===== src/design/kfsp_pkg.sv =====
`timescale 1ns / 1ps
// ----------------------------------------------------------------------------
// kfsp_pkg: shared types and constants for the keyframe spline core
// Request and result payloads, control group, codes and fixed constants.
// ----------------------------------------------------------------------------
package kfsp_pkg;

  // Fixed field widths
  localparam int COORD_W     = 32;
  localparam int SLOT_W      = 4;
  localparam int KEY_COUNT_W = 5;
  localparam int CFG_W       = 5;
  localparam int TIME_W      = 17;
  localparam int TIME_FRAC   = 16;
  localparam int TIME_ONE    = 65536;

  // Reciprocal of three: floor(y * RECIP3 >> RECIP3_SHIFT) == floor(y / 3) for y < 2^33
  localparam logic [33:0] RECIP3       = 34'h2_AAAA_AAAB;
  localparam int          RECIP3_SHIFT = 35;

  typedef enum logic {
    REQ_WRITE = 1'b0,
    REQ_EVAL  = 1'b1
  } req_type_e;

  typedef enum logic {
    MODE_CATMULL = 1'b0,
    MODE_BSPLINE = 1'b1
  } mode_e;

  typedef enum logic [0:0] {
    CFG_SPLINE_MODE = 1'b0,
    CFG_KEY_COUNT   = 1'b1
  } cfg_idx_e;

  typedef struct packed {
    logic                       req_type;
    logic [SLOT_W-1:0]          key_slot;
    logic signed [COORD_W-1:0]  pos_x;
    logic signed [COORD_W-1:0]  pos_y;
    logic signed [COORD_W-1:0]  pos_z;
    logic [TIME_W-1:0]          time_param;
  } req_t;

  typedef struct packed {
    logic signed [COORD_W-1:0] out_x;
    logic signed [COORD_W-1:0] out_y;
    logic signed [COORD_W-1:0] out_z;
  } res_t;

  typedef struct packed {
    logic signed [COORD_W-1:0] x;
    logic signed [COORD_W-1:0] y;
    logic signed [COORD_W-1:0] z;
  } point_t;

  // Control group that travels with each evaluate request
  typedef struct packed {
    logic  valid;
    logic  zero;
    mode_e mode;
  } ctrl_t;

endpackage


===== src/design/kfsp_front.sv =====
`timescale 1ns / 1ps
// ----------------------------------------------------------------------------
// kfsp_front: time scaling, segment select and control point indices
// Two stages: capture time and key count, then segment, local time, indices.
// ----------------------------------------------------------------------------
module kfsp_front #(
  parameter int MAX_KEYS  = 16,
  parameter int FRAC_BITS = 16,
  localparam int KW       = $clog2(MAX_KEYS),
  localparam int UW       = FRAC_BITS + 1
) (
  input  logic                                clk_i,
  input  logic                                rst_ni,
  input  logic                                valid_i,
  input  logic [kfsp_pkg::TIME_W-1:0]         time_i,
  input  kfsp_pkg::mode_e                     mode_i,
  input  logic [kfsp_pkg::KEY_COUNT_W-1:0]    key_count_i,
  output kfsp_pkg::ctrl_t                     ctrl_o,
  output logic [UW-1:0]                       u_o,
  output logic [3:0][KW-1:0]                  idx_o
);

  localparam int NW = $clog2(MAX_KEYS + 1);
  localparam int SW = kfsp_pkg::TIME_W + NW;
  localparam int TF = kfsp_pkg::TIME_FRAC;

  // Stage 1 signals
  logic [kfsp_pkg::TIME_W-1:0] t_d, t_q;
  logic [NW-1:0]               n_d;
  logic [NW-1:0]               nm1_d, nm1_q;
  logic                        zero_d, zero_q;
  logic                        few_d, few_q;
  logic                        s1_valid_q;
  kfsp_pkg::mode_e             mode_q;

  // Stage 2 signals
  logic [SW-1:0]               scaled;
  logic [NW:0]                 seg_raw;
  logic [NW-1:0]               seg_max;
  logic [NW-1:0]               seg;
  logic [kfsp_pkg::TIME_W-1:0] loc;
  logic [UW-1:0]               u_d, u_q;
  logic [3:0][KW-1:0]          idx_d, idx_q;
  kfsp_pkg::ctrl_t             ctrl_d, ctrl_q;

  // Clamp time to one and key count to the table size
  always_comb begin
    if (time_i > kfsp_pkg::TIME_W'(kfsp_pkg::TIME_ONE)) begin
      t_d = kfsp_pkg::TIME_W'(kfsp_pkg::TIME_ONE);
    end else begin
      t_d = time_i;
    end
    if (32'(key_count_i) > MAX_KEYS) begin
      n_d = NW'(MAX_KEYS);
    end else begin
      n_d = NW'(key_count_i);
    end
    zero_d = (n_d == '0);
    few_d  = (n_d < NW'(2));
    nm1_d  = zero_d ? '0 : n_d - NW'(1);
  end

  always_ff @(posedge clk_i or negedge rst_ni) begin
    if (!rst_ni) begin
      s1_valid_q <= 1'b0;
    end else begin
      s1_valid_q <= valid_i;
    end
  end

  always_ff @(posedge clk_i) begin
    t_q    <= t_d;
    nm1_q  <= nm1_d;
    zero_q <= zero_d;
    few_q  <= few_d;
    mode_q <= mode_i;
  end

  // Scale time, pick the segment and the four clamped indices
  always_comb begin
    int ii;
    scaled  = SW'(t_q) * SW'(nm1_q);
    seg_raw = scaled[SW-1:TF];
    seg_max = nm1_q - NW'(1);
    if (few_q) begin
      seg = '0;
    end else if (seg_raw > (NW+1)'(seg_max)) begin
      seg = seg_max;
    end else begin
      seg = NW'(seg_raw);
    end
    loc = kfsp_pkg::TIME_W'(scaled - (SW'(seg) << TF));
    if (few_q) begin
      u_d = '0;
    end else begin
      u_d = UW'((48'(loc) << FRAC_BITS) >> TF);
    end
    for (int k = 0; k < 4; k++) begin
      ii = int'(seg) - 1 + k;
      if (ii < 0) begin
        ii = 0;
      end
      if (ii > int'(nm1_q)) begin
        ii = int'(nm1_q);
      end
      idx_d[k] = KW'(ii);
    end
    ctrl_d.valid = s1_valid_q;
    ctrl_d.zero  = zero_q;
    ctrl_d.mode  = few_q ? kfsp_pkg::MODE_CATMULL : mode_q;
  end

  always_ff @(posedge clk_i or negedge rst_ni) begin
    if (!rst_ni) begin
      ctrl_q <= '0;
    end else begin
      ctrl_q <= ctrl_d;
    end
  end

  always_ff @(posedge clk_i) begin
    u_q   <= u_d;
    idx_q <= idx_d;
  end

  assign ctrl_o = ctrl_q;
  assign u_o    = u_q;
  assign idx_o  = idx_q;

endmodule


===== config.mk =====
export PLATFORM = sky130hd
export DESIGN_NAME = kfsp_front
export DESIGN_NICKNAME = d
export VERILOG_FILES = /design/src/design/kfsp_pkg.sv /design/src/design/kfsp_front.sv
export SDC_FILE = /design/constraint.sdc
export NUM_CORES = 1
export LEC_CHECK = 0
export CORE_ASPECT_RATIO = 0.9
export CORE_UTILIZATION = 40
export CTS_CLUSTER_DIAMETER = 30
export CTS_CLUSTER_SIZE = 30
export DETAILED_ROUTE_END_ITERATION = 8
export DONT_BUFFER_PORTS = 1
export HOLD_SLACK_MARGIN = 0.08
export SLEW_MARGIN = 20
export SYNTH_ARGS = -nofsm -noshare
export SYNTH_HDL_FRONTEND = slang
export SYNTH_SLANG_ARGS = --single-unit

===== constraint.sdc =====
create_clock -name clk_i -period 8.2 [get_ports clk_i]
set_input_delay 0.82 -clock clk_i [delete_from_list [all_inputs] [get_ports clk_i]]
set_output_delay 0.82 -clock clk_i [all_outputs]
set_load 0.01 [all_outputs]

Word-level counts from Yosys, hierarchy flattened
Index checks and enable logic that the tools add are counted.
{"block": "totals", "ff_bits": 62, "inputBits": 26, "out_inout_bits": 36, "word_cells": 47}
{"block": "classes", "add_sub_neg": 7, "n_mul": 1, "magnitude_cmp": 12, "n_mux": 12, "reduce_logical": 1}
{"operator": "$gt 32x6->1", "count": 4}
{"operator": "$mux 32", "count": 4}
{"operator": "$lt 32x1->1 const B", "count": 2}
{"operator": "$mul 17x5->22", "count": 1}
{"operator": "$gt 17x17->1 const B", "count": 1}
{"operator": "$sub 17x17->17", "count": 1}
{"operator": "$mux 4", "count": 4}
{"operator": "$mux 5", "count": 3}
{"operator": "$add 6x3->7 const B", "count": 2}
{"operator": "$sub 5x1->5 const B", "count": 2}
{"operator": "$add 6x2->7 const B", "count": 1}
{"operator": "$lt 7x1->1 const B", "count": 1}
{"operator": "$gt 6x5->1", "count": 1}
{"operator": "$lt 6x1->1 const B", "count": 1}
{"operator": "$sub 5x1->6 const B", "count": 1}
{"operator": "$gt 5x5->1 const B", "count": 1}
{"operator": "$logic_not 5->1", "count": 1}
{"operator": "$lt 5x2->1 const B", "count": 1}
{"operator": "$mux 1", "count": 1}

Longest topological paths before layout
{"block": "logic_depth", "depth_word": 10, "depth_mapped": 40, "depth_no_buf": 36}

Least setup slack after synthesis
Ideal clock, no wire load.
{"block": "synth_path", "kind": "reg2reg", "from": "reg nm1_q[4]", "to": "reg idx_q, in the netlist idx_o[10]", "setup_time_ns": 0.121, "arrival_ns": 8.191, "required_time_ns": 8.079, "path_slack_ns": -0.112, "path_stages_with_launch": 34, "path_buffers": 2, "synth_period_minus_slack_ns": 8.312, "path_cell_list": "dfxtp_1 clkbuf_1 nand2_1 fa_1 fa_1 fa_1 inv_1 ha_1 a211o_1 a211o_1 a211oi_2 nor4b_2 nor3_4 ha_1 o22ai_1 a21oi_1 a21oi_1 mux2_2 inv_1 ha_1 or4b_1 and3_1 buf_6 and3_1 o21a_1 ha_1 o21a_1 o21ai_0 nand2b_1 a21oi_1 a31oi_1 a41o_1 a31o_4 mux2_4"}
{"item": "from (decl)", "line_no": "kfsp_front.sv:30", "text": "logic [NW-1:0] nm1_d, nm1_q;"}
{"item": "from (signal assigned)", "line_no": "kfsp_front.sv:73", "text": "nm1_q <= nm1_d;"}
{"item": "to (signal assigned)", "line_no": "kfsp_front.sv:123", "text": "idx_q <= idx_d;"}
{"item": "to (decl)", "line_no": "kfsp_front.sv:43", "text": "logic [3:0][KW-1:0] idx_d, idx_q;"}

==> results.toml <==
[flow_run]
cap_violations = 0

[cts]
cts_num_sinks = 62
cts_tree = "done"
cts_root_buf = "clkbuf_16"
clk_pin_slew_worst_paths_ns = 0.06
cts-buffers-inserted = 9
clk_latency_ns = 0.34
clockBufferDepth = 2
cts_max_level = 3

[grt]
overflow = 0
grt_first_pass_wirelength_mm = 22.6
grt.total_usage_pct = 19.7
antenna_found_initial = 0
grt_util_met1_pct = 28.7
gr-usage-met2_pct = 28.6
grt_pass1_vias = 4652
grt_use_met3_pct = 4.29
grt_max_degree = 31
grt-busiest-layer = "met1"

[critical_path]
cpMaxStageDelayCell = "fa_1"
cp-start-kind = "flip-flop"
reg2reg_depth = 34
endpoint_kind = "flip-flop"
crit_fanout = 14
cpPeakStageDelay_ns = 0.54
crit_type = "flip-flop to flip-flop"
rr_endpoint = "idx_o[9]"
cp_data_required_time_ns = 8.43
crit_top_cell = "fa_1"
critPathArrivalTime_ns = 8.19
r2r_slack_ns = 0.24
r2r_start = "nm1_q[4]"

[synth]
synth-seq-area-share_pct = 21.9
synthCells = 657
async_reset_ff_share_pct = 6.45
yosys_warnings = 0
synth_area_per_cell_sq_um = 8.75
ys.flop_type = "dfxtp_1"
synth-edff-count = 0
syn_area_sq_um = 5750
synth_seq_cells = 62
syn-num-nets = 789
yosysUniqueCellTypes = 63

[route]
routed_wl_mm = 14.0
via_count = 4644
drc = 2
via_per_inst = 5.25
ant_nets = 0
drt_iter0_drc = 324
dr.pass1.iters = 7
wl_per_cell_um = 15.8

[die]
ios = 62
start_util_pct = 41.0
core_sq_um = 14000
die_h_um = 116
die_x_um = 128
die_area_sq_um = 14900
rows = 41

[final_layout]
syn2layout_area_growth_pct = 16.8
fin_nets = 819
diodes = 0
fin_area_sq_um = 6710
layout-drive-gt1-share_pct = 15.6

[timing]
worst_slew_pin_slew_ns = 0.682
period_needed_ns = 7.96
rsz0062_at_grt = "yes"
drv_slew = 0
hold_viol = 0
setup_viol = 0
finalCritPeriodShare_pct = 97.1
timing.fmax_ghz = 0.126
relSlewSlack_pct = 54.0
fin_tns_setup_ns = 0
clock_skew_ns = 0.00634

[run_status]
status = "complete, but fails checks"
violations = "design-rule violations"

[placement]
finalWeightedCongestion = 0.949
placed_area_sq_um = 6130
portBuffers = 0
place_hpwl_mm = 11.3

[power]
leakagePower_nw = 3.12
peakVddDrop_uv = 213
power.density_nw_per_um2 = 385

[hold_path]
hold_path.class = "primary input to async pin"
synth_stat cells (2+ instances only):
master / number / share of area [%]
inv_1: 71 / 4.6
nand2_1: 63 / 4.1
ha_1: 61 / 13
dfxtp_1: 58 / 20
and2_1: 51 / 5.6
fa_1: 45 / 16
nor2_1: 38 / 2.5
a21oi_1: 36 / 3.1
nor2b_1: 26 / 2.8
xnor2_1: 16 / 2.4
clkbuf_1: 15 / 0.98
o21ai_0: 14 / 1.2
and3_1: 11 / 1.2
xor2_1: 10 / 1.5
nand3_1: 9 / 0.78
a21o_1: 7 / 0.91
nor3_1: 7 / 0.61
nor4_1: 7 / 0.76
o211ai_1: 7 / 0.91
o21ai_1: 7 / 0.61
a211oi_1: 6 / 0.78
nand2b_1: 6 / 0.65
a31oi_1: 5 / 0.54
mux2_1: 5 / 0.98
mux2i_1: 5 / 0.87
o21a_1: 5 / 0.65
o21bai_1: 5 / 0.65
dfrtp_1: 4 / 1.7
mux2_2: 4 / 0.78
nand4_1: 4 / 0.44
a211o_1: 3 / 0.46
a31o_2: 3 / 0.46
mux2_4: 3 / 0.78
nand3b_1: 3 / 0.39
a22o_1: 2 / 0.30
a311oi_1: 2 / 0.30
a32oi_1: 2 / 0.30
buf_6: 2 / 0.39
o22ai_1: 2 / 0.22
o31a_1: 2 / 0.30
o31ai_1: 2 / 0.26
or3_1: 2 / 0.22
sequential cells by signal (all words and copies together) (netlist names):
name and flops:
t_q 17, nm1_q 5, u_o 17, mode_q 1, few_q 1, s1_valid_q 1, ctrl_o 3, zero_q 1
idx_o 16
how the worst max path moves through the flow:
stage                         from   endpoint  slack, ns
final                     nm1_q[4]   idx_o[9]       0.24
after global routing      nm1_q[4]   idx_o[9]      -0.06
after CTS                 nm1_q[4]   idx_o[9]      0.003
after detailed placement  nm1_q[3]   idx_o[9]      -0.10
after global placement    nm1_q[3]   idx_o[9]       0.07
after floorplan           nm1_q[2]  idx_o[10]       0.06
layout by cell type, fill, tap and decap left out, types with 12 or more instances in the layout:
cell / count
fa_1: 45
nor2_1: 37
inv_1: 69
o21ai_0: 12
nand2_1: 63
xnor2_1: 16
and2_1: 51
buf_4: 35
ha_1: 50
a21oi_1: 31
nor2b_1: 26
dfxtp_1: 51
kinds of logic after synthesis:
logic type | count (synthesis) | synth area share [%]
adders and majority gates | 106 | 29.0
and+or+nand+nor | 235 | 21.5
xor gates and xnor gates | 26 | 3.96
AOI/OAI and AO/OA | 121 | 14.0
buffers and inverters | 90 | 6.16
muxes | 17 | 3.42
DFF | 62 | 21.9
critical path: cells and delay by family, from the launching register on:
family | cells | cell delay, ns
AO/OA/AOI/OAI | 13 | 2.46
buffers and inverters | 4 | 0.38
multiplexers | 1 | 0.31
adder cells (fa/ha/maj) | 7 | 2.66
flip-flops | 1 | 0.32
AND/OR/NAND/NOR | 9 | 1.70
through the flow:
step	util (%)	setup WS, ns	power [mW]	instances	hold WS (ns)
after global placement	43.8	0.0678	2.00	860	0.341
after floorplan	-	0.0623	1.67	657	0.316
after CTS	46.0	0.00255	2.46	876	0.163
after detailed placement	43.8	-0.104	2.06	860	0.344
after global routing	47.9	-0.0588	2.81	885	0.159
final	47.9	0.241	2.58	885	0.177
per-layer routing:
layer  share of wire [%]  vias to the layer above
li1                    -                     2281
met5                   0                        -
met3                 7.3                       22
met2                  41                      156
met4                 1.7                        0
met1                  50                     2185
power breakdown:
| group | internal (mW) | switching, mW | leakage (nW) |
|---|---|---|---|
| clock network | 0.235 | 0.138 | 0.146 |
| registers | 0.403 | 0.0806 | 0.537 |
| logic | 0.835 | 0.892 | 2.44 |
final cells by class:
class / count / area (sq um)
clock buffer: 9 / 225
clock inverter: 7 / 73.8
fill: 1329 / 7290
inverter: 72 / 270
multi-input combinational: 505 / 4340
sequential: 62 / 1270
tap: 193 / 241
timing repair buffer: 37 / 288
repair_timing:
| item | 4_1_cts | 5_1_grt |
|---|---|---|
| resized for setup | 3 | 40 |
| buffers inserted | 0 | 9 |
| hold buffers | 0 | 0 |
| pin swaps | 0 | 10 |
| setup endpoints to repair | 4 | 12 |
Power figures use the tool's default switching activity.
