File: src/design/kfsp_ram.sv
`timescale 1ns / 1ps
// ----------------------------------------------------------------------------
// kfsp_ram: generic RAM, one write port, two registered read ports
// Read returns the contents before a write at the same edge.
// ----------------------------------------------------------------------------
module kfsp_ram #(
  parameter int WIDTH = 96,
  parameter int DEPTH = 16,
  localparam int AW   = (DEPTH > 1) ? $clog2(DEPTH) : 1
) (
  input  logic             clk_i,
  input  logic             we_i,
  input  logic [AW-1:0]    waddr_i,
  input  logic [WIDTH-1:0] wdata_i,
  input  logic [AW-1:0]    raddr_a_i,
  input  logic [AW-1:0]    raddr_b_i,
  output logic [WIDTH-1:0] rdata_a_o,
  output logic [WIDTH-1:0] rdata_b_o
);

  logic [WIDTH-1:0] mem_q [DEPTH];
  logic [WIDTH-1:0] rdata_a_q;
  logic [WIDTH-1:0] rdata_b_q;

  // Write one entry, read two
  always_ff @(posedge clk_i) begin
    if (we_i) begin
      mem_q[waddr_i] <= wdata_i;
    end
    rdata_a_q <= mem_q[raddr_a_i];
    rdata_b_q <= mem_q[raddr_b_i];
  end

  assign rdata_a_o = rdata_a_q;
  assign rdata_b_o = rdata_b_q;

endmodule

File: config.mk
export PLATFORM = sky130hd
export DESIGN_NAME = kfsp_ram
export DESIGN_NICKNAME = d
export VERILOG_FILES = /design/src/design/kfsp_ram.sv
export SDC_FILE = /design/constraint.sdc
export NUM_CORES = 1
export LEC_CHECK = 0
export BUFFER_PORTS_ARGS = -buffer_cell sky130_fd_sc_hd__buf_2
export CAP_MARGIN = 30
export CORE_MARGIN = 2
export CORE_UTILIZATION = 56
export CTS_CLUSTER_SIZE = 20
export DETAILED_ROUTE_END_ITERATION = 10
export PLACE_DENSITY = 0.76
export SETUP_SLACK_MARGIN = 0.3
export SLEW_MARGIN = 15
export SYNTH_ARGS = -nofsm -noshare
export SYNTH_HDL_FRONTEND = slang
export SYNTH_SLANG_ARGS = --single-unit
File: constraint.sdc
create_clock -name clk_i -period 7.7 [get_ports clk_i]
set_clock_uncertainty 0.15 [all_clocks]
set_input_delay 0.385 -clock clk_i [delete_from_list [all_inputs] [get_ports clk_i]]
set_output_delay 0.385 -clock clk_i [all_outputs]
set_load 0.1 [all_outputs]
[Word-level counts from Yosys, hierarchy flattened]
Memories as Yosys holds them, arrays and structs flattened. A register that Yosys moved wholly into a read port is not among the register bits.
Cells that the tools add are included.
W data, S select, Z words.
Word-level totals
  register bits: 0
  memory bits (writable): 1536
  input bits: 110
  output and inout port bits: 192
  word-level logic and storage cells: 3
  memories: 1
Memory list
  mem_q: words 16, width 96, rd ports 2, clocked after Yosys merged registers in 2, write ports 1, line 21  | logic [WIDTH-1:0] mem_q [DEPTH];
Operators by class
  multiplexer cells: 2
Operators with widths (number)
  $mux W1: 2

[Depth between registers and ports, before layout]
Gate-level depths: netlist (run 1).
  word-level depth: 2
  mapped depth: 6
  mapped depth without buffers: 3

[Worst setup path after synthesis (run 1)]
No wires, ideal clock.
  kind: input port to flip-flop
  start: input waddr_i[2]
  end: memory mem_q[0][0] (enable)
  arrival time: 7393 ps
  setup slack: -513 ps
  stages on the path: 2
  path buffers: 0
  cells stage by stage: or3b_2 nor3_1
RTL lines
  from (decl): line 13  | input logic [AW-1:0] waddr_i,
  to (decl): line 21
Straight into the memory's write port.

==> key figures, run 1 <==
Placed design
  – DP Wirelength: 88.2 mm
  – Place WS: 4.20 ns
  – Placed Cells: 5190
  – IO Port Bufs: 301
  – RD Place Congestion: 0.725

Clocking
  – Hold-fix buffers at CTS: 96
  – CTS HTree Levels: 4
  – Post-CTS sizing: 0
  – Reg clk slew, reported paths: 0.06 ns
  – CTS Buf Count: 172
  – Postcts setup bufs: 0
  – Clock buffer depth: 3
  – Clock Tree Root: clkbuf_16
  – Clk sink count: 1728
  – Clk Latency, worst-skew pair: 0.80 ns
  – TritonCTS clock tree: built

Synth
  – Post-synth top area share: 63.7%
  – Synthesized area: 0.0724 mm^2
  – Mapped Avg Cell Area: 21.5 um^2
  – Simple-gate share of the synthesized area: 1.21%
  – #FFs+latches synth: 1728
  – Largest family of logic cells by synthesized area: multiplexers
  – Post-synthesis mux area share: 23.9%
  – Synth Area in XOR/XNOR: 0%
  – Post-synth cell types: 18
  – Post-Synth Adder-Cell Area: 0%
  – Synth Area in Compound Gates: 3.98%
  – Post-synthesis cell count: 3361
  – Leading post-synthesis cells by cell area: edfxtp_1, mux4_2, dfxtp_1
  – Register area share after synthesis: 69.0%
  – Synth Net Count: 3471
  – Post-synth top area cell: edfxtp_1
  – Yosys warning count: 0

Route
  – Starting DRT DRC Count: 5095
  – Wirelength, routed: 184 mm
  – Vias: 38600
  – Via-per-instance ratio: 6.87
  – Length of the first detailed-routing pass in iterations: 5
  – Per-cell routed wire length: 32.7 um
  – Routed Antenna Nets: 0
  – DR DRC count: 0

Floorplan
  – Row cnt: 131
  – Starting density of the core: 56.6%
  – Die Y: 364 um
  – Core area: 0.128 mm^2
  – Die area: 0.132 mm^2
  – Die Width: 364 um
  – I/O pins: 302

GRT
  – Antenna violations before repair: 14
  – Overall Global Routing Usage: 28.3%
  – Total gr overflow: 0
  – Global-route wire length before repair: 268 mm
  – Largest net degree at the start of global routing: 148
  – Number of global-route vias before repair: 40300

Timing
  – Final Hold Fails: 0
  – Unrepaired setup endpoints after global routing: false
  – Normalized max-slew margin: 20.9%
  – Fin. max-slew vios: 0
  – F_max: 372 MHz
  – Setup TNS Final: 0 ns
  – Worst setup margin: 5.01 ns
  – Worst Max-Slew Pin Slew: 1.19 ns
  – Min cycle time layout: 2.69 ns
  – Final period utilization: 35.0%
  – Setup Viol. Count Final: 0
  – Worst hold slack: 0.0648 ns

Layout
  – Fin util: 64.4%
  – Layout Cells excl Fill: 5623
  – Most common cell after layout, fill and taps aside: edfxtp_1
  – Most frequent cells in the layout: edfxtp_1, mux4_2, a22oi_1, buf_2, nand2_1
  – Share of layout cells above drive strength 1: 36.2%
  – Synth-to-layout area growth: 13.8%
  – Nets: 3844

Critical path
  – CP Class: in2reg
  – Critical path depth: 6
  – Worst Path Required: 8.21 ns
  – WP data arrival: 3.21 ns
  – CP max FO: 98
  – Slowest stage delay, CP: 0.70 ns
  – Cells on worst reg2reg path: 3
  – CP Capture Type: register
  – Buffers plus inverters on the worst setup path: 3
  – Delay-heaviest family, CP: buffers and inverters
  – CP startpoint kind: input port
  – Cell Chain, Critical Path: buf_8 > buf_12 > buf_4 > mux4_2 > a22oi_1 > nand2_1
  – CP max stage cell: buf_12

Power and ir drop
  – Max VDD drop: 0.150 mV
  – PwrDens: 261 mW/mm^2
  – Leakage: 0.0269 uW

Status
  – Status: finished clean

Min path
  – WHS Path Cells: 2
  – Type of the tightest min-delay check: in2reg

Flow run
  – Max-cap violations: 0
-- flip-flops by register name, indices dropped and copies added, names as in the netlist --
signal and count:
mem_q 1536, rdata_a_o 96, rdata_b_o 96
-- where the power goes --
part | internal, uW | total (uW) | switching (uW)
logic | 690 | 2380 | 1690
registers | 10500 | 10600 | 152
clock network | 4990 | 8460 | 3470
-- worst reg2reg max path, cell delays in order, from the launching register on --
cell      delay, ns
edfxtp_1       0.39
mux4_2         0.48
a22oi_1        0.27
nand2_1        0.16
-- logic make-up (layout without fill, tap and decap cells) --
group | count (synthesis) | count (layout)
compound gates | 384 | 384
mux | 768 | 768
simple gates | 223 | 223
other cells | 0 | 10
buf+inv | 258 | 781
flops | 1728 | 1728
-- layer usage --
layer	up-vias	GRT usage (%)	wire, um
li1	15400	-	-
met1	20500	40.0	68600
met2	2349	44.7	89000
met3	320	6.80	21700
met4	12	8.13	4200
met5	-	0	67
-- cell type report --
type	count	area, um^2
sequential	1728	50000
clock buffer	241	4880
tap	1729	2160
fill	8291	45600
clock inverter	83	842
timing repair buffer	457	3270
antenna	10	25.0
multi-input combinational	1375	21200
-- metrics by stage --
stage	power, uW	cell area (um^2)
3_5_place_dp	13200	75600
5_1_grt	22100	82400
3_3_place_gp	13100	75600
4_1_cts	21600	82300
2_1_floorplan	12600	72400
6_report	21500	82400
-- synth_stat cells, drive strengths merged --
master / n
clkbuf: 99
nand2b: 2
nand3b: 2
or3b: 1
a22oi: 384
dfxtp: 192
buf: 159
and2: 2
nor2: 14
nor2b: 4
nand3: 1
edfxtp: 1536
nor3: 4
mux4: 768
nand2: 193
-- worst paths after layout --
check / startpoint / endpoint / slack [ns]
max: raddr_a_i[0] / rdata_a_o[70]$_DFF_P_ / 5.01
min: waddr_i[0] / mem_q[8][36]$_DFFE_PP_ / 0.06
max reg2reg: mem_q[3][14]$_DFFE_PP_ / rdata_a_o[14]$_DFF_P_ / 6.11
min reg2reg: mem_q[15][58]$_DFFE_PP_ / rdata_a_o[58]$_DFF_P_ / 0.54
(Power assumes the default switching activity.)
==> run 2: changes to the inputs <==
--- a/config.mk
+++ b/config.mk
@@ -8,10 +8,10 @@
 export BUFFER_PORTS_ARGS = -buffer_cell sky130_fd_sc_hd__buf_2
 export CAP_MARGIN = 30
 export CORE_MARGIN = 2
-export CORE_UTILIZATION = 56
+export CORE_UTILIZATION = 62
 export CTS_CLUSTER_SIZE = 20
 export DETAILED_ROUTE_END_ITERATION = 10
-export PLACE_DENSITY = 0.76
+export PLACE_DENSITY = 0.8
 export SETUP_SLACK_MARGIN = 0.3
 export SLEW_MARGIN = 15
 export SYNTH_ARGS = -nofsm -noshare
==> constraint.sdc (replaced) <==
create_clock -name clk_i -period 2.81 [get_ports clk_i]
set_clock_uncertainty 0.15 [all_clocks]
set_input_delay 0.1405 -clock clk_i [delete_from_list [all_inputs] [get_ports clk_i]]
set_output_delay 0.1405 -clock clk_i [all_outputs]
set_load 0.1 [all_outputs]
==> key figures, run 2 (synthesis gave the netlist of run 1 again) <==
Critical path
  – CP Launch Point: rdata_a_o[4]$_DFF_P_
  – CP Capture Point: rdata_a_o[4]
  – Buffers plus inverters on the worst setup path: 1 (-2)
  – Slowest stage delay, CP: 0.53 ns (-0.17 ns)
  – CP max FO: 1 (-99%)
  – Worst flop-to-flop path endpoint: rdata_a_o[6]$_DFF_P_
  – Worst R2R Setup Slack: 0.85 ns (-5.26 ns)
  – CP Class: reg2out
  – Critical path depth: 1 (-5)
  – Cells on worst reg2reg path: 4 (+1)
  – Delay-heaviest family, CP: flip-flops
  – CP max stage cell: dfxtp_1
  – CP Capture Type: output pin
  – WP data arrival: 1.81 ns (-1.40 ns)
  – Reg-to-Reg Start: mem_q[7][6]$_DFFE_PP_
  – Worst Path Required: 2.52 ns (-5.69 ns)
  – CP startpoint kind: register
  – Cell Chain, Critical Path: buf_2

Power and ir drop
  – Max VDD drop: 0.713 mV (+370%)
  – Leakage: 0.0276 uW (+2.7%)
  – Total power: 58900 uW (+170%)
  – PwrDens: 704 mW/mm^2 (+170%)

Timing
  – Fin. max-slew vios: 0 (unchanged)
  – Final Hold Fails: 0 (unchanged)
  – Setup Viol. Count Final: 0 (unchanged)
  – Setup TNS Final: 0 ns (unchanged)
  – F_max: 476 MHz
  – Min cycle time layout: 2.10 ns
  – Worst setup margin: 0.708 ns (-4.30 ns)
  – Normalized max-slew margin: 32.6% (+12 points)
  – Worst Max-Slew Pin Slew: 1.01 ns (-0.178 ns)
  – Unrepaired setup endpoints after global routing: false
  – Final period utilization: 74.8%

Layout
  – Fin util: 72.1% (+7.7 points)
  – Share of layout cells above drive strength 1: 37.7% (+1.5 points)
  – Layout Cells excl Fill: 5514 (-1.9%)
  – Most common cell after layout, fill and taps aside: edfxtp_1
  – Nets: 3955 (+2.9%)
  – Filler Cells Inserted: 6577 (-21%)
  – Max reg flops: 1536 (unchanged)
  – Multi-input gate area: 0.0212 mm^2 (about the same)
  – Reg with most FFs: mem_q
  – Most frequent cells in the layout: edfxtp_1, mux4_2, a22oi_1, buf_2, nand2_1
  – Register area: 0.0500 mm^2 (unchanged)
  – Synth-to-layout area growth: 15.5%

Clocking
  – CTS Buf Count: 170 (-1.2%)
  – Clock Tree Root: clkbuf_16
  – Reg clk slew, reported paths: 0.06 ns (about the same)
  – TritonCTS clock tree: built
  – Postcts setup bufs: 0 (unchanged)
  – Clock buffer depth: 3 (unchanged)
  – Clk Latency, worst-skew pair: 0.77 ns (-0.03 ns)
  – CTS HTree Levels: 4 (unchanged)
  – Clk sink count: 1728 (unchanged)

GRT
  – Total gr overflow: 0 (unchanged)
  – Number of global-route vias before repair: 41500 (+3.0%)
  – Antenna violations before repair: 14 (unchanged)
  – Global-route wire length before repair: 280 mm (+4.1%)
  – Overall Global Routing Usage: 32.4% (+4.1 points)
  – Largest net degree at the start of global routing: 75 (-49%)

Placed design
  – Place WS: 0.615 ns (-3.58 ns)
  – Placed Cells: 5090 (-1.9%)
  – DP Wirelength: 102 mm (+15%)
  – IO Port Bufs: 301 (unchanged)
  – RD Place Congestion: 0.788 (+8.7%)

Route
  – Routed Antenna Nets: 0 (unchanged)
  – Vias: 40200 (+4.1%)
  – Wirelength, routed: 191 mm (+4.0%)
  – DR DRC count: 0 (unchanged)
  – Starting DRT DRC Count: 5819 (+14%)
  – Via-per-instance ratio: 7.30 (+6.2%)
  – Length of the first detailed-routing pass in iterations: 5 (unchanged)
  – Per-cell routed wire length: 34.6 um (+6.0%)

Floorplan
  – Core area: 0.116 mm^2 (-9.3%)
  – Die area: 0.120 mm^2 (-9.6%)
  – Starting density of the core: 62.4% (+5.8 points)
  – Row cnt: 125 (-4.6%)
  – Die Y: 346 um (-4.9%)
  – Die Width: 346 um (-4.9%)
  – I/O pins: 302 (unchanged)

Status
  – Status: finished clean

Flow run
  – Max-cap violations: 0 (unchanged)

Min path
  – Type of the tightest min-delay check: in2reg
[run 2: changes by cell type in the layout (fill, tap and decap cells not counted), moves of 3 or more]
cell           previous run  this run
buf_12                   22        87
buf_4                    36        76
clkbuf_1                 47        51
clkbuf_16               181       175
clkinv_1                 25        16
clkinv_2                 31        28
clkinv_8                  0         4
diode_2                  10         3
dlygate4sd3_1            96       107
[run 2: area by class of cell]
type | instances | area share [%]
Antenna cell | 3 | 0.00897
Clock buffer | 241 | 5.71
Clock inverter | 73 | 1.01
Multi-Input combinational cell | 1375 | 25.4
Sequential cell | 1728 | 59.7
Tap cell | 1524 | 2.28
Timing Repair Buffer | 570 | 5.87
[run 2: repair_timing]
item	in CTS	in global routing
setup endpoints to repair	0	1
gates resized for setup	0	1
hold endpoints to repair	1648	0
hold buffers	108	0
[run 2: worst min path at each step]
stage	startpoint	to	slack (ns)	cells past startpoint
6_report	waddr_i[2]	mem_q[14][33]$_DFFE_PP_	0.05	4
2_1_floorplan	wdata_i[0]	mem_q[0][0]$_DFFE_PP_	0.09	0
3_3_place_gp	wdata_i[17]	mem_q[12][17]$_DFFE_PP_	0.36	1
3_5_place_dp	wdata_i[74]	mem_q[8][74]$_DFFE_PP_	0.36	1
4_1_cts	raddr_b_i[3]	rdata_b_o[17]$_DFF_P_	0.001	5
5_1_grt	waddr_i[2]	mem_q[14][33]$_DFFE_PP_	0.05	4
[run 2: layer usage]
metal / wire, um / global-route usage [%] / up-vias
li1: - / - / 15700
met1: 66900 / 45.8 / 20900
met2: 92100 / 50.7 / 3179
met3: 25700 / 7.84 / 457
met4: 6030 / 10.6 / 18
met5: 120 / 0 / -
[run 2: power breakdown]
| part | switching, uW | internal, uW | total [uW] | leakage, uW |
|---|---|---|---|---|
| combinational | 4740 | 2060 | 6790 | 0.00936 |
| sequential | 417 | 28800 | 29200 | 0.0155 |
| clock | 9500 | 13400 | 22900 | 0.00275 |
| total | 14700 | 44200 | 58900 | 0.0276 |
[run 2: through the flow]
step / instance area (um^2) / hold slack, ns
floorplan: 72600 / 0.0894
global placement: 77000 / 0.356
detailed placement: 77000 / 0.365
CTS: 83700 / 0.00130
global route: 83700 / 0.0515
finish: 83700 / 0.0467
