## src/design/kfsp_pkg.sv

```systemverilog
`timescale 1ns / 1ps
// ----------------------------------------------------------------------------
// kfsp_pkg: shared types and constants for the keyframe spline core
// Request and result payloads, control group, codes and fixed constants.
// ----------------------------------------------------------------------------
package kfsp_pkg;

  // Fixed field widths
  localparam int COORD_W     = 32;
  localparam int SLOT_W      = 4;
  localparam int KEY_COUNT_W = 5;
  localparam int CFG_W       = 5;
  localparam int TIME_W      = 17;
  localparam int TIME_FRAC   = 16;
  localparam int TIME_ONE    = 65536;

  // Reciprocal of three: floor(y * RECIP3 >> RECIP3_SHIFT) == floor(y / 3) for y < 2^33
  localparam logic [33:0] RECIP3       = 34'h2_AAAA_AAAB;
  localparam int          RECIP3_SHIFT = 35;

  typedef enum logic {
    REQ_WRITE = 1'b0,
    REQ_EVAL  = 1'b1
  } req_type_e;

  typedef enum logic {
    MODE_CATMULL = 1'b0,
    MODE_BSPLINE = 1'b1
  } mode_e;

  typedef enum logic [0:0] {
    CFG_SPLINE_MODE = 1'b0,
    CFG_KEY_COUNT   = 1'b1
  } cfg_idx_e;

  typedef struct packed {
    logic                       req_type;
    logic [SLOT_W-1:0]          key_slot;
    logic signed [COORD_W-1:0]  pos_x;
    logic signed [COORD_W-1:0]  pos_y;
    logic signed [COORD_W-1:0]  pos_z;
    logic [TIME_W-1:0]          time_param;
  } req_t;

  typedef struct packed {
    logic signed [COORD_W-1:0] out_x;
    logic signed [COORD_W-1:0] out_y;
    logic signed [COORD_W-1:0] out_z;
  } res_t;

  typedef struct packed {
    logic signed [COORD_W-1:0] x;
    logic signed [COORD_W-1:0] y;
    logic signed [COORD_W-1:0] z;
  } point_t;

  // Control group that travels with each evaluate request
  typedef struct packed {
    logic  valid;
    logic  zero;
    mode_e mode;
  } ctrl_t;

endpackage

```

## src/design/kfsp_basis.sv

```systemverilog
`timescale 1ns / 1ps
// ----------------------------------------------------------------------------
// kfsp_basis: powers of the local time and the four blend weights
// Three stages: squares, cubes, then Catmull-Rom or B-spline weights.
// ----------------------------------------------------------------------------
module kfsp_basis #(
  parameter int FRAC_BITS = 16,
  localparam int UW       = FRAC_BITS + 1,
  localparam int WW       = FRAC_BITS + 5
) (
  input  logic                 clk_i,
  input  logic                 rst_ni,
  input  kfsp_pkg::ctrl_t      ctrl_i,
  input  logic [UW-1:0]        u_i,
  output kfsp_pkg::ctrl_t      ctrl_o,
  output logic signed [WW-1:0] w_o [4]
);

  localparam logic [UW-1:0]   ONE   = UW'(1) << FRAC_BITS;
  localparam logic [2*UW-1:0] HALF  = (2*UW)'(1) << (FRAC_BITS - 1);
  localparam logic signed [WW-1:0] ONE_S = WW'(1) << FRAC_BITS;

  // Product rounded half up back to Q1.FRAC_BITS
  function automatic logic [UW-1:0] rmul(input logic [UW-1:0] a, input logic [UW-1:0] b);
    logic [2*UW-1:0] p;
    p = (2*UW)'(a) * (2*UW)'(b) + HALF;
    return UW'(p >> FRAC_BITS);
  endfunction

  kfsp_pkg::ctrl_t c3_q, c4_q, c5_q;
  logic [UW-1:0]   v;
  logic [UW-1:0]   u3_u_q, u3_u2_q, u3_v_q, u3_v2_q;
  logic [UW-1:0]   u4_u_q, u4_u2_q, u4_u3_q, u4_v3_q;
  logic signed [WW-1:0] su, su2, su3, sv3;
  logic signed [WW-1:0] w_d [4];
  logic signed [WW-1:0] w_q [4];

  assign v = ONE - u_i;

  always_ff @(posedge clk_i or negedge rst_ni) begin
    if (!rst_ni) begin
      c3_q <= '0;
      c4_q <= '0;
      c5_q <= '0;
    end else begin
      c3_q <= ctrl_i;
      c4_q <= c3_q;
      c5_q <= c4_q;
    end
  end

  // Square u and v, then cube them
  always_ff @(posedge clk_i) begin
    u3_u_q  <= u_i;
    u3_u2_q <= rmul(u_i, u_i);
    u3_v_q  <= v;
    u3_v2_q <= rmul(v, v);
    u4_u_q  <= u3_u_q;
    u4_u2_q <= u3_u2_q;
    u4_u3_q <= rmul(u3_u2_q, u3_u_q);
    u4_v3_q <= rmul(u3_v2_q, u3_v_q);
  end

  // Blend weights from shifts and adds
  always_comb begin
    su  = WW'(u4_u_q);
    su2 = WW'(u4_u2_q);
    su3 = WW'(u4_u3_q);
    sv3 = WW'(u4_v3_q);
    if (c4_q.mode == kfsp_pkg::MODE_BSPLINE) begin
      w_d[0] = sv3;
      w_d[1] = (su3 <<< 1) + su3 - (su2 <<< 2) - (su2 <<< 1) + (ONE_S <<< 2);
      w_d[2] = (su2 <<< 1) + su2 - (su3 <<< 1) - su3 + (su <<< 1) + su + ONE_S;
      w_d[3] = su3;
    end else begin
      w_d[0] = (su2 <<< 1) - su - su3;
      w_d[1] = (ONE_S <<< 1) - (su2 <<< 2) - su2 + (su3 <<< 1) + su3;
      w_d[2] = su + (su2 <<< 2) - (su3 <<< 1) - su3;
      w_d[3] = su3 - su2;
    end
  end

  always_ff @(posedge clk_i) begin
    w_q <= w_d;
  end

  assign ctrl_o = c5_q;
  assign w_o    = w_q;

endmodule

```

## config.mk

```make
export PLATFORM = sky130hd
export DESIGN_NAME = kfsp_basis
export DESIGN_NICKNAME = d
export VERILOG_FILES = /design/src/design/kfsp_pkg.sv /design/src/design/kfsp_basis.sv
export SDC_FILE = /design/constraint.sdc
export NUM_CORES = 2
export LEC_CHECK = 0
export ABC_CLOCK_PERIOD_IN_PS = 7200
export BUFFER_PORTS_ARGS = -buffer_cell sky130_fd_sc_hd__buf_4
export CAP_MARGIN = 15
export CORE_AREA = 2 2 451 453
export CTS_CLUSTER_SIZE = 16
export DETAILED_ROUTE_END_ITERATION = 8
export DIE_AREA = 0 0 453 455
export HOLD_SLACK_MARGIN = 0.02
export PLACE_DENSITY_LB_ADDON = 0.3
export REMOVE_ABC_BUFFERS = 1
export SYNTH_ARGS = -nofsm -noshare
export SYNTH_HDL_FRONTEND = slang
export SYNTH_SLANG_ARGS = --single-unit
```

## constraint.sdc

```tcl
create_clock -name clk_i -period 7.2 [get_ports clk_i]
set_clock_uncertainty 0.2 [all_clocks]
set_input_delay 0 -clock clk_i [delete_from_list [all_inputs] [get_ports clk_i]]
set_output_delay 0 -clock clk_i [all_outputs]
set_load 0.01 [all_outputs]
```

; Yosys cells after proc, flatten, opt, wreduce, memory -nomap -nowiden
; Cells that the tools add are included.
; Widths: inputs -> output; s select.
[op_classes]
n_addsub = 25
n_mux = 1
n_mul = 4
[op_table]
columns = op, count
row1 = $add 33x16->33 const B, 4
row2 = $mul 17x17->33, 4
row3 = $mux 80, 1
row4 = $add 21x18->21, 2
row5 = $add 21x19->21, 2
row6 = $sub 21x18->21, 2
row7 = $sub 19x18->20, 2
row8 = $add 18x17->19, 2
row9 = $add 21x18->21 const B, 1
row10 = $add 21x20->21 const B, 1
row11 = $sub 20x18->21, 1
row12 = $sub 20x19->21, 1
row13 = $sub 21x19->21, 1
row14 = $add 17x19->20, 1
row15 = $sub 18x19->20 const A, 1
row16 = $sub 19x19->20, 1
row17 = $sub 18x17->19, 1
row18 = $sub 17x17->18, 1
row19 = $sub 17x17->17 const A, 1
[totals]
reg_bits = 228
output_inout_bits = 87
wordCells = 53
input_bits = 22

; Longest topological paths before layout
[depth]
ltp_word = 7
depth_mapped = 32
mapped_depth_nobuf = 32

; Least setup slack after synthesis
; No wires, ideal clock.
[synth_path]
kind = input to register
start = input u_i[4]
end = register u3_v2_q[16]
required_time_ns = 6.928
cell_stages = 31
setup_ns = 0.072
slack_ns = 0.070
t_arrival_ns = 6.858
cell_sequence = nor3_2 > nand2_1 > or4_4 > nor3_4 > nand2_2 > nor2_1 > xnor2_1 > clkinv_1 > nand2_1 > inv_1 > fa_1 > inv_1 > fa_1 > fa_1 > inv_1 > fa_1 > fa_1 > inv_1 > fa_1 > inv_1 > ha_1 > a211oi_1 > o21ai_0 > a21oi_1 > a211oi_1 > o2111ai_1 > a31oi_1 > o21ai_1 > a21oi_1 > a21oi_1 > xnor2_1
[synth_between]
elab_chain_len = 3
[synth_rtl]
columns = element, line_no
row1 = "start, declared", kfsp_basis.sv:14  ; input logic [UW-1:0] u_i,
row2 = $sub 17x17->17, kfsp_basis.sv:38  ; assign v = ONE - u_i;
row3 = named net v[11], kfsp_basis.sv:31  ; logic [UW-1:0] v;
row4 = $mul 17x17->33, kfsp_basis.sv:26  ; p = (2*UW)'(a) * (2*UW)'(b) + HALF;
row5 = $add 33x16->33, kfsp_basis.sv:26
row6 = "end signal, assigned", kfsp_basis.sv:57  ; u3_v2_q <= rmul(v, v);
row7 = "end, declared", kfsp_basis.sv:32  ; logic [UW-1:0] u3_u_q, u3_u2_q, u3_v_q, u3_v2_q;
; The timed path passes the listed nets, and every way through them passes these cells.
; A chain may end at the register's enable or synchronous reset.

; Worst setup path in the final report
[layout_path]
start = register u3_v_q[4]
end = register u4_v3_q[15]
[layout_between]
elab_chain_len = 2
[layout_rtl]
columns = element, line_no
row1 = "start, declared", kfsp_basis.sv:32
row2 = "start signal, assigned", kfsp_basis.sv:56  ; u3_v_q <= v;
row3 = $mul 17x17->33, kfsp_basis.sv:26
row4 = $add 33x16->33, kfsp_basis.sv:26
row5 = "end signal, assigned", kfsp_basis.sv:61  ; u4_v3_q <= rmul(u3_v2_q, u3_v_q);
row6 = "end, declared", kfsp_basis.sv:33  ; logic [UW-1:0] u4_u_q, u4_u2_q, u4_u3_q, u4_v3_q;
; No other way between the ends.

==> run summary <==
Ys Warns -> 0
First-pass GRT wire length -> 217.6 mm
I/O Buffers -> 108
Rows -> 165
Worst Setup Path Type -> reg2reg
Wire length per cell -> 16.02 um
Hold Startpoint -> u_i[5]
Worst slew margin -> 0.3201
DPL Wire Length -> 115.2 mm
Post-synthesis register bit count -> 223
Primary FF master, synth -> dfxtp_1
Clock sinks -> 223
DIE WIDTH -> 453 um
Post-CTS setup repair buffer count -> 0
Vias per inst -> 4.317
Initial antenna violation count -> 9
Gp weighted congestion -> 0.8439
Final worst path period share -> 0.9560
Global-route usage over all layers -> 0.1324
Area contributors post-synth -> fa_1 (38%), ha_1 (17%), inv_1 (9.8%)
Max-cap violations -> 0
Startpoint Class -> flip-flop
Async set-reset flop share out of synthesis -> 0.04036
CTS tree -> built
Root Buffer -> clkbuf_16
Multiplexer share of the synthesized area -> 0.002755
GR Overflow Total -> 0
Largest net degree at the start of global routing -> 68
Synth cell types -> 90
Setup crit start -> u3_v_q[4]
Die height -> 455 um
Main combinational cell family by area after synthesis -> adder cells
Post-synthesis area per instance -> 9.078 um2
Reg2Reg Setup Slack -> 320 ps
Worst R2R Start -> u3_v_q[4]
Simple-gate share of the synthesized area -> 0.1312
Status -> finished clean
Io pins -> 109
Synthesized area -> 0.04996 mm2
Register area share after synthesis -> 0.09025
CTS buffer count -> 28
CTS max path bufs -> 3
Final Hold Vio Count -> 0
First drt pass iteration count -> 5
Layout area overhead -> 12.87%
Yosys top cell by area -> fa_1
Slew @ Worst Pin -> 1018 ps
Hold EP -> u3_v_q[6]
R2R cell count -> 21
Area of the core -> 0.2013 mm2
Final net count -> 7,354
Routed wire length -> 134.9 mm
Reg2reg end -> u4_v3_q[15]
Vias in the first global route -> 39,970
WHS Path Cells -> 7
Post-DRT Antenna Nets -> 0
Layout cells sized above 1 -> 0.07493
Iter 0 DRT Violations -> 1,650
Highest clock rate -> 145.3 MHz
Synth Instances -> 5,504
Vias -> 36,330
Critical Path RT -> 7470 ps
Tmin final -> 6883 ps
Compound-Gate Fraction of Synth Area -> 0.07172
Die area -> 0.2061 mm2
Clk slew on worst S/H paths -> 70 ps
Post-Synth Adder-Cell Area -> 0.5474
Post-Synth XOR/XNOR Area -> 0.04558
EDFF count, synth -> 0
Setup TNS -> 0 ps
Max-slew violation count -> 0
Synth top area share -> 0.3818
H-tree depth -> 1
CP max FO -> 17
Initial Util -> 0.2482
RSZ-0062 raised after global routing -> false
CP endpoint kind -> flip-flop
DRC violation count after routing -> 0
Crit path DAT -> 7150 ps
Clk_lat worst skew -> 600 ps
Worst hold-check path type -> in2reg
Final setup fails -> 0
Fill cells -> 21,440
-- state kept, by name (all words and copies together), names as in the netlist --
signal,count
ctrl_o,3
u3_v_q,17
u3_u2_q,17
w_o,79
u4_v3_q,17
u4_u_q,17
u3_v2_q,17
u4_u2_q,17
c3_q,3
u3_u_q,16
c4_q,3
u4_u3_q,17
-- kinds of logic (layout without fill, tap and decap cells) --
logic type,Yosys count,after routing
other,0,6
XOR/XNOR,254,254
adder cells (fa/ha/maj),1614,1614
AND/OR/NAND/NOR,1379,1379
multiplexers,13,13
AO/OA/AOI/OAI,551,551
buffers and inverters,1470,1705
flip-flops,223,223
-- worst max-delay path, stage by stage, from the launching register on --
cell	delay [ps]
dfxtp_2	610
nand2_1	140
fa_1	510
inv_1	60
fa_1	450
fa_1	560
fa_1	560
inv_1	50
fa_1	470
inv_1	50
fa_1	440
ha_1	310
a21o_1	160
a211oi_1	290
nand3_1	180
o211a_2	350
a2111oi_4	360
o41ai_2	190
a41oi_1	320
nand2b_1	130
a211oi_1	250
nor2_1	90
-- layer usage --
layer,vias to the layer above,track usage,routed length (um),share of wire
li1,17220,-,-,-
met1,18380,0.1807,63310,0.47
met2,625,0.2317,64780,0.48
met3,104,0.01094,4775,0.035
met4,4,0.01901,1979,0.015
met5,-,0,26,0.00019
-- stage by stage --
step | cell area (um2) | std cells | setup WS (ps) | utilization | hold slack (ps)
after CTS | 56330 | 8411 | 99.61 | 0.2798 | 28.02
after floorplan | 49370 | 5354 | -12.60 | - | -495.6
after global routing | 56380 | 8413 | 5.810 | 0.2801 | 102.2
after global placement | 55030 | 8332 | -237.2 | 0.2734 | -374.4
final | 56390 | 8417 | 316.6 | 0.2802 | 64.16
after detailed placement | 55030 | 8332 | -411.5 | 0.2734 | -372.8
-- final cells by class --
class,count,area (um2),share of cell area
clock inverters,17,241.5,0.004282
multi-input cells,3811,39950,0.7084
diodes,6,15.01,0.0002663
clock buffers,34,774.5,0.01373
well taps,2672,3343,0.05929
inverters,1320,4959,0.08793
repair buffers,334,2590,0.04593
flip-flops and latches,223,4521,0.08016
-- Yosys cell counts (8+ instances only) --
cell and instances:
clkinv_1 9, o21ai_0 121, or3_1 19, o211ai_1 12
nand3_1 45, nor3_1 65, or2_2 15, inv_1 1304
xnor2_1 158, dfxtp_1 214, nand2_1 575, a211oi_1 19
o31ai_1 16, clkbuf_1 142, o21a_1 38, o41ai_1 10
o21bai_1 17, a31oi_1 22, nor4_1 8, nand4_1 12
a211o_1 8, and3_1 17, fa_1 953, a21o_1 64
ha_1 661, nand2b_1 26, dfrtp_1 9, nor2b_1 31
a21oi_1 153, xor2_1 92, and2_1 322, nor2_1 222
-- cell usage in the layout (no fill, tap or decap), types with 10 or more instances in the layout --
master and count:
a21oi_1 152, clkbuf_16 29, inv_1 1304, xor2_1 92, or2_2 15, o21bai_1 17, a31oi_1 22, and3_1 17
and2_1 322, ha_1 660, dlygate4sd3_1 28, o31ai_1 16, fa_1 953, dfxtp_1 208, a211oi_1 18, a21o_1 64
o21ai_0 121, nand3_1 45, o211ai_1 12, buf_4 305, nor3_1 65, xnor2_1 156, nor2b_1 31, nand2_1 575
o41ai_1 10, o21a_1 38, nand4_1 12, nor2_1 221, nand2b_1 26, or3_1 19
-- timing repair --
item | in CTS | in global routing
gates resized for setup | 1 | 14
pin swaps | 0 | 0
hold buffers | 28 | 0
hold endpoints to repair | 40 | 0
setup endpoints to repair | 1 | 14
-- worst max path at each step --
stage / slack (ps) / endpoint / cells past startpoint
floorplan: -10 / u3_v2_q[16] / 28
global placement: -240 / u3_v2_q[15] / 33
detailed placement: -410 / u3_v2_q[16] / 33
CTS: 100 / u4_v3_q[15] / 21
global route: 6 / u4_v3_q[15] / 21
finish: 320 / u4_v3_q[15] / 21
Power is not shown: default switching activity piles up to over one toggle a cycle in this logic, so the estimate is an artifact.
